### src/design/fsbsg_pkg.sv
// Package for the boot sector geometry decoder: payload structs, status codes,
// constants and the size-code decode function. No dependencies.
package fsbsg_pkg;

    localparam logic [63:0] SIG_VALUE     = 64'h2020_2020_5346_544E;
    localparam int          CLUS_EXP_MAX  = 12;
    localparam int          CLUS_LOG_MAX  = 21;   // 2 MiB
    localparam int          SIZE_EXP_LIM  = 32;
    localparam int          CODE_HALF     = 128;
    localparam int          CODE_MAX      = 255;
    localparam int          SECT_LOG_MIN  = 8;    // 256 bytes
    localparam int          SECT_LOG_MAX  = 12;   // 4096 bytes

    localparam logic [12:0] MIN_REC_RST   = 13'd48;
    localparam logic [31:0] MAX_REC_RST   = 32'd134217728;
    localparam logic [12:0] MIN_IDX_RST   = 13'd24;

    typedef enum logic [1:0] {
        CFG_MIN_REC = 2'd0,
        CFG_MAX_REC = 2'd1,
        CFG_MIN_IDX = 2'd2
    } cfg_idx_t;

    typedef enum logic [3:0] {
        ST_OK        = 4'd0,
        ST_SIGNATURE = 4'd1,
        ST_SECTOR    = 4'd2,
        ST_CLUS_EXP  = 4'd3,
        ST_CLUS_SIZE = 4'd4,
        ST_REC_CODE  = 4'd5,
        ST_REC_OVF   = 4'd6,
        ST_REC_BOUND = 4'd7,
        ST_IDX_CODE  = 4'd8,
        ST_IDX_OVF   = 4'd9,
        ST_IDX_SMALL = 4'd10,
        ST_VOL_OVF   = 4'd11
    } status_t;

    typedef struct packed {
        logic [63:0] signature;
        logic [15:0] sector_bytes;
        logic [7:0]  cluster_code;
        logic [63:0] total_sectors;
        logic [63:0] table_cluster;
        logic [63:0] mirror_cluster;
        logic [31:0] record_code;
        logic [31:0] index_code;
    } in_item_t;

    typedef struct packed {
        logic [3:0]  status;
        logic [21:0] cluster_size;
        logic [31:0] record_size;
        logic [31:0] index_size;
        logic [63:0] volume_bytes;
        logic [63:0] table_offset;
        logic [63:0] mirror_offset;
    } out_item_t;

    typedef struct packed {
        logic        bad_code;
        logic        ovf;
        logic [31:0] size;
    } size_dec_t;

    // Cluster size is 2^ce with ce <= 21, so a code below 128 can never overflow 32 bits.
    function automatic size_dec_t decode_size(input logic [31:0] code, input logic [4:0] ce);
        size_dec_t  r;
        logic [8:0] e;
        r.bad_code = (code == 32'd0) || (code > 32'(CODE_MAX));
        r.ovf      = 1'b0;
        r.size     = 32'd0;
        e          = 9'd256 - {1'b0, code[7:0]};
        if (code[7] == 1'b0) begin
            r.size = {25'd0, code[6:0]} << ce;
        end else if (e >= 9'(SIZE_EXP_LIM)) begin
            r.ovf = 1'b1;
        end else begin
            r.size = 32'd1 << e[4:0];
        end
        return r;
    endfunction

endpackage

### src/design/fs_boot_sector_geometry_decode.sv
// Boot sector geometry decoder, top level: three-stage pipeline.
// Depends on fsbsg_pkg.

// Checks and decodes one set of raw boot-sector fields per transaction and
// returns one result per transaction, in order. Throughput is one transaction
// per clock while no result waits on m_ready; each transaction passes through
// three register stages (field checks and cluster exponent, size decode and
// barrel shifts, bound compares and status selection). The whole pipeline
// holds while a result waits on m_ready. Configuration registers are written
// through cfg_wen/cfg_index/cfg_data and must only change while no
// transaction is in flight.
module fs_boot_sector_geometry_decode (
    input  logic                aclk,
    input  logic                aresetn,
    input  logic                s_valid,
    output logic                s_ready,
    input  fsbsg_pkg::in_item_t s_data,
    output logic                m_valid,
    input  logic                m_ready,
    output fsbsg_pkg::out_item_t m_data,
    input  logic                cfg_wen,
    input  logic [1:0]          cfg_index,
    input  logic [31:0]         cfg_data
);
    import fsbsg_pkg::*;

    typedef struct packed {
        logic        sig_ok;
        logic        sec_ok;
        logic        cexp_bad;
        logic        clus_ok;
        logic [3:0]  sb;
        logic [4:0]  ce;
        logic [63:0] total;
        logic [63:0] tcl;
        logic [63:0] mcl;
        logic [31:0] rcode;
        logic [31:0] icode;
    } st1_t;

    typedef struct packed {
        status_t     pre;
        size_dec_t   rec;
        size_dec_t   idx;
        logic        vol_ovf;
        logic [4:0]  ce;
        logic [63:0] vol;
        logic [63:0] toff;
        logic [63:0] moff;
    } st2_t;

    logic [12:0] min_rec_reg;
    logic [31:0] max_rec_reg;
    logic [12:0] min_idx_reg;

    logic        v1_reg, v2_reg, v3_reg;
    st1_t        s1_reg, s1_next;
    st2_t        s2_reg, s2_next;
    out_item_t   out_reg, out_next;
    logic        adv;

    assign adv     = !v3_reg || m_ready;
    assign s_ready = adv;
    assign m_valid = v3_reg;
    assign m_data  = out_reg;

    always_ff @(posedge aclk) begin
        if (!aresetn) begin
            min_rec_reg <= MIN_REC_RST;
            max_rec_reg <= MAX_REC_RST;
            min_idx_reg <= MIN_IDX_RST;
        end else if (cfg_wen) begin
            case (cfg_index)
                CFG_MIN_REC: min_rec_reg <= cfg_data[12:0];
                CFG_MAX_REC: max_rec_reg <= cfg_data;
                CFG_MIN_IDX: min_idx_reg <= cfg_data[12:0];
                default: ;
            endcase
        end
    end

    // stage 1: signature, sector size, cluster exponent
    always_comb begin
        logic [7:0] cc;
        logic [7:0] e;
        logic [3:0] base;
        logic       pow2;
        cc   = s_data.cluster_code;
        e    = 8'(9'd256 - {1'b0, cc});
        base = 4'd0;
        for (int i = 0; i < 8; i++) begin
            if (cc[i]) base = 4'(i);
        end
        pow2 = (cc != 8'd0) && ((cc & (cc - 8'd1)) == 8'd0);

        s1_next.sig_ok = (s_data.signature == SIG_VALUE);
        s1_next.sec_ok = 1'b1;
        case (s_data.sector_bytes)
            16'd256:  s1_next.sb = 4'd8;
            16'd512:  s1_next.sb = 4'd9;
            16'd1024: s1_next.sb = 4'd10;
            16'd2048: s1_next.sb = 4'd11;
            16'd4096: s1_next.sb = 4'd12;
            default: begin
                s1_next.sb     = 4'd0;
                s1_next.sec_ok = 1'b0;
            end
        endcase
        s1_next.cexp_bad = 1'b0;
        if (cc > 8'(CODE_HALF)) begin
            s1_next.cexp_bad = (e > 8'(CLUS_EXP_MAX));
            base = e[3:0];
            pow2 = 1'b1;
        end
        s1_next.ce      = 5'(base) + 5'(s1_next.sb);
        s1_next.clus_ok = pow2 && (s1_next.ce <= 5'(CLUS_LOG_MAX));
        s1_next.total   = s_data.total_sectors;
        s1_next.tcl     = s_data.table_cluster;
        s1_next.mcl     = s_data.mirror_cluster;
        s1_next.rcode   = s_data.record_code;
        s1_next.icode   = s_data.index_code;
    end

    // stage 2: size codes, volume bound, shifts
    always_comb begin
        logic [6:0]  shamt;
        logic [63:0] lim;
        shamt = 7'd64 - 7'(s1_reg.sb);
        lim   = 64'd1 << shamt;
        if (!s1_reg.sig_ok)        s2_next.pre = ST_SIGNATURE;
        else if (!s1_reg.sec_ok)   s2_next.pre = ST_SECTOR;
        else if (s1_reg.cexp_bad)  s2_next.pre = ST_CLUS_EXP;
        else if (!s1_reg.clus_ok)  s2_next.pre = ST_CLUS_SIZE;
        else                       s2_next.pre = ST_OK;
        s2_next.rec     = decode_size(s1_reg.rcode, s1_reg.ce);
        s2_next.idx     = decode_size(s1_reg.icode, s1_reg.ce);
        s2_next.vol_ovf = (s1_reg.total > lim);
        s2_next.ce      = s1_reg.ce;
        s2_next.vol     = (s1_reg.total << s1_reg.sb) + (64'd1 << s1_reg.sb);
        s2_next.toff    = s1_reg.tcl << s1_reg.ce;
        s2_next.moff    = s1_reg.mcl << s1_reg.ce;
    end

    // stage 3: bounds and status priority
    always_comb begin
        status_t st;
        if (s2_reg.pre != ST_OK)                               st = s2_reg.pre;
        else if (s2_reg.rec.bad_code)                          st = ST_REC_CODE;
        else if (s2_reg.rec.ovf)                               st = ST_REC_OVF;
        else if (s2_reg.rec.size < {19'd0, min_rec_reg}
                 || s2_reg.rec.size >= max_rec_reg)            st = ST_REC_BOUND;
        else if (s2_reg.idx.bad_code)                          st = ST_IDX_CODE;
        else if (s2_reg.idx.ovf)                               st = ST_IDX_OVF;
        else if (s2_reg.idx.size < {19'd0, min_idx_reg})       st = ST_IDX_SMALL;
        else if (s2_reg.vol_ovf)                               st = ST_VOL_OVF;
        else                                                   st = ST_OK;
        out_next = '0;
        out_next.status = st;
        if (st == ST_OK) begin
            out_next.cluster_size  = 22'd1 << s2_reg.ce;
            out_next.record_size   = s2_reg.rec.size;
            out_next.index_size    = s2_reg.idx.size;
            out_next.volume_bytes  = s2_reg.vol;
            out_next.table_offset  = s2_reg.toff;
            out_next.mirror_offset = s2_reg.moff;
        end
    end

    always_ff @(posedge aclk) begin
        if (!aresetn) begin
            v1_reg <= 1'b0;
            v2_reg <= 1'b0;
            v3_reg <= 1'b0;
        end else if (adv) begin
            v1_reg <= s_valid;
            v2_reg <= v1_reg;
            v3_reg <= v2_reg;
        end
    end

    always_ff @(posedge aclk) begin
        if (adv) begin
            s1_reg  <= s1_next;
            s2_reg  <= s2_next;
            out_reg <= out_next;
        end
    end

    a_err_zero: assert property (@(posedge aclk) disable iff (!aresetn)
        m_valid && m_data.status != ST_OK |->
            m_data.cluster_size == 22'd0 && m_data.record_size == 32'd0
            && m_data.index_size == 32'd0 && m_data.volume_bytes == 64'd0)
        else $error("error result carries non-zero fields");

    a_ok_cluster: assert property (@(posedge aclk) disable iff (!aresetn)
        m_valid && m_data.status == ST_OK |->
            $onehot(m_data.cluster_size) && m_data.cluster_size >= 22'd256)
        else $error("cluster size not a power of two");

    a_ok_bounds: assert property (@(posedge aclk) disable iff (!aresetn)
        m_valid && m_data.status == ST_OK |->
            m_data.record_size < max_rec_reg
            && m_data.record_size >= {19'd0, min_rec_reg}
            && m_data.index_size >= {19'd0, min_idx_reg})
        else $error("accepted sizes outside configured bounds");

    a_hold: assert property (@(posedge aclk) disable iff (!aresetn)
        v1_reg && !adv |=> v1_reg && $stable(s1_reg))
        else $error("stage one changed during a stall");

endmodule
### config.mk
export PLATFORM = sky130hd
export DESIGN_NAME = fs_boot_sector_geometry_decode
export DESIGN_NICKNAME = d
export VERILOG_FILES = /design/src/design/fsbsg_pkg.sv /design/src/design/fs_boot_sector_geometry_decode.sv
export SDC_FILE = /design/constraint.sdc
export NUM_CORES = 2
export LEC_CHECK = 0
export BUFFER_PORTS_ARGS = -buffer_cell sky130_fd_sc_hd__buf_4
export CORE_UTILIZATION = 51
export DETAILED_ROUTE_END_ITERATION = 8
export HOLD_SLACK_MARGIN = 0.15
export MAX_ROUTING_LAYER = met4
export PLACE_DENSITY = 0.72
export SLEW_MARGIN = 20
export SYNTH_ARGS = -nofsm -noshare
export SYNTH_HDL_FRONTEND = slang
export SYNTH_SLANG_ARGS = --single-unit
### constraint.sdc
create_clock -name aclk -period 73.5 [get_ports aclk]
set_input_delay 14.7 -clock aclk [delete_from_list [all_inputs] [get_ports aclk]]
set_output_delay 14.7 -clock aclk [all_outputs]
set_load 0.03 [all_outputs]
## Word level (Yosys, flattened, before mapping)

Cells that the tools add are included.

- Bits of input ports: 383
- Output and inout port bits: 284
- Register bits: 881
- Logic and storage cells: 123

- Equal/unequal tests: 8
- Shift operators: 10
- Multiplexer cells: 28
- Magnitude comparators: 11
- Add/subtract/negate cells: 7
- Reductions and logical operators: 19
- Bitwise gates (word level): 3

Operator list:

| operator | count |
|---|---|
| $mux 32 | 4 |
| $shl 64x5->64 | 2 |
| $add 64x64->64 | 1 |
| $eq 64x62->1 const B | 1 |
| $gt 32x8->1 const B | 2 |
| $gt 64x64->1 | 1 |
| $logic_not 32->1 | 2 |
| $lt 32x13->1 | 2 |
| $shl 1x4->64 const A | 1 |
| $shl 1x5->32 const A | 2 |
| $shl 1x7->64 const A | 1 |
| $shl 64x4->64 | 1 |
| $shl 7x5->32 | 2 |
| $mux 4 | 15 |
| $ge 32x32->1 | 1 |
| $shl 1x5->22 const A | 1 |
| $pmux 4 s5 | 1 |
| $ge 9x6->1 const B | 2 |
| $sub 9x8->9 const A | 2 |
| $eq 16x10->1 const B | 1 |
| $eq 16x11->1 const B | 1 |
| $eq 16x12->1 const B | 1 |
| $eq 16x13->1 const B | 1 |
| $eq 16x9->1 const B | 1 |
| 25 further kinds | 37 |

## Longest topological paths before layout

- Word-level depth: 11
- Depth in mapped cells: 22
- Mapped depth without buffers: 16

## Worst setup path before layout

OpenSTA, ideal clock, no wires.

- Path kind: input to output
- Start: in m_ready
- End: out s_ready
- Stages on the path: 1
- Arrival: 34.492 ns
- Setup slack: 24.308 ns
- Cell sequence: nand2b_1

- Longest elaborated chain between the ends: 1

Ends and longest elaborated chain:

| what | line | text |
|---|---|---|
| start: declaration | fs_boot_sector_geometry_decode.sv:19 | `input logic m_ready,` |
| $logic_or 1x1->1 | fs_boot_sector_geometry_decode.sv:62 | `assign adv = !v3_reg \|\| m_ready;` |
| end: declaration | fs_boot_sector_geometry_decode.sv:16 | `output logic s_ready,` |

Every way passes these cells.

## Final worst setup path

Ends and elaborated chain as after synthesis.

==> out/metrics.cfg <==
[critical_path]
worstPathArrival_ps = 15670
critPathMaxFanout = 41
endpoint_kind = output port
critPathLaunchType = primary input
crit_type = in2out
cp.required_ps = 58800

[route]
vias = 34100
postRouteAntennaNets = 0
first_pass_iters = 8
routed_wl_mm = 140
first_iter_violations = 4178
wl_per_cell_um = 24.4
via_per_inst = 5.94
drc = 0

[placed_design]
dp.cells = 5562
placed_area_um2 = 52800
place_ws_ps = 43130
hpwl_mm = 105
port_buffers = 666
place_congestion = 0.985

[synth]
synth_warnings = 0
synth_area_per_cell_um2 = 12.1
synth_ff_type = edfxtp_1
synthCells = 3865
ys_async_sr_fraction = 0
netlist_area_um2 = 46800
ys_seq_area_frac = 0.552
synth_seq_cells = 881
synth_cell_types = 96
synth_edf_count = 820

[grt]
grt_max_degree = 198
grt_pass1_wl_mm = 205
grt_pass1_vias = 32300
use_met3 = 0.0591
grt.busiest_layer = met2
track_usage = 0.305
grt_util_met1 = 0.403
overflow = 0
grt_use_met2 = 0.479
antenna_found_initial = 18

[clock_network]
post_cts_resized = 0
clkTransAtPathRegs_ps = 60
postCtsSetupBuffers = 0
ctsHoldBuffers = 0
cts.sink_count = 881
htree_levels = 3
cts_buffers = 92
cts_tree = yes
cts-root-buf = clkbuf_16
clockBufferDepth = 3
clk_latency_ps = 680

[sta]
whs_ps = 460
skew_ps = 19.2
drv_slew = 0
max_freq_ghz = 0.0329
fin_crit_sh = 0.413
relSlewSlack = 0.245
timing.setup.tns_ps = 0
fin_ws_ps = 43130
fin_crit_ps = 30370
tightest_slew_ps = 1120
rsz0062_at_grt = no
setup_violations = 0
hold_viol = 0

[finish]
largest_reg_flops = 282
final_cell_mix = edfxtp_1 (820), buf_4 (698), nand2_1 (491)
stdcell_count = 5750
area_growth_pct = 19.5
nNetsFinal = 5011
layout_commonest_cell = edfxtp_1
final_core_util = 0.618
drive_above_1_share = 0.239
fin_area_um2 = 55900

[power]
vdd_ir_drop_max_uv = 18.7
leakagePower_nw = 23.2
pwr-share-clk = 0.368
comb_power_share = 0.160
p_switching_uw = 350
powerDensity_nw_per_um2 = 23.3
seqPwrFrac = 0.472
switching_share = 0.269
total_power_mw = 1.30
p_int_uw = 952

[floorplan]
floorplan.initialDensity = 0.517
io_pins = 667
die_x_um = 305
design.core.area_um2 = 90400
rows = 110
fp.dieArea_um2 = 93000
fp.dieH_um = 305

[outcome]
status = finished clean

[min_path]
min_path_type = reg2reg

[job]
maxCapViolations = 0

synth_stat cells, drive strengths merged (44+ instances only):
cell type	number	area share
mux2	82	0.020
dfxtp	61	0.026
nor2	255	0.020
buf	78	0.0096
and2	290	0.039
nor3	49	0.0053
a21o	65	0.010
mux4	131	0.064
clkbuf	149	0.012
inv	89	0.0071
o21ai	121	0.013
nand3	48	0.0052
nand2	495	0.040
mux2i	230	0.049
xnor2	44	0.0084
a21boi	61	0.0098
a21oi	141	0.015
o22ai	72	0.0096
ha	146	0.039
edfxtp	820	0.53
logic make-up (layout without fill, tap and decap cells):
logic type,Yosys count,after routing,synth area share
AND/OR/NAND/NOR,1371,1371,0.145
adder cells (fa/ha/maj),148,148,0.0399
flip-flops,881,881,0.552
buffers and inverters,319,964,0.0290
XOR/XNOR,73,73,0.0138
other,2,66,0.000161
multiplexers,443,443,0.133
AO/OA/AOI/OAI,628,628,0.0873
per-layer routing:
metal	wire, um	up-vias
met5	0	-
met4	3760	0
met3	12200	225
met2	67100	1753
met1	57400	16500
li1	-	15600
worst max-delay path: stages:
cell and delay, ps:
buf_4 80, nand2b_4 570, buf_4 290
power groups by stage:
stage / clock network, mW / registers (mW) / logic, mW
6_report: 0.479 / 0.615 / 0.208
4_1_cts: 0.487 / 0.615 / 0.204
5_1_grt: 0.504 / 0.618 / 0.223
3_5_place_dp: 0 / 0.625 / 0.202
2_1_floorplan: 0 / 0.629 / 0.125
3_3_place_gp: 0 / 0.624 / 0.200
path summary, 6_finish.rpt:
kind / start / endpoint / slack (ps) / cells past startpoint
setup reg to reg: s1_reg[263]$_DFFE_PP_ / s2_reg[187]$_DFFE_PP_ / 67710 / 18
hold / removal: max_rec_reg[5]$_SDFFE_PN0P_ / max_rec_reg[5]$_SDFFE_PN0P_ / 460 / 2
hold reg to reg: max_rec_reg[5]$_SDFFE_PN0P_ / max_rec_reg[5]$_SDFFE_PN0P_ / 460 / 2
setup / recovery: m_ready / s_ready / 43130 / 3
final cells by class:
type	instances	area, um2
well taps	1176	1470
multi-input cells	2711	19800
fillers	7113	34500
clock buffers	109	2460
inverters	92	350
diodes	18	45.0
repair buffers	702	5320
flip-flops and latches	881	25800
clock inverters	61	653
(Power assumes the default switching activity.)
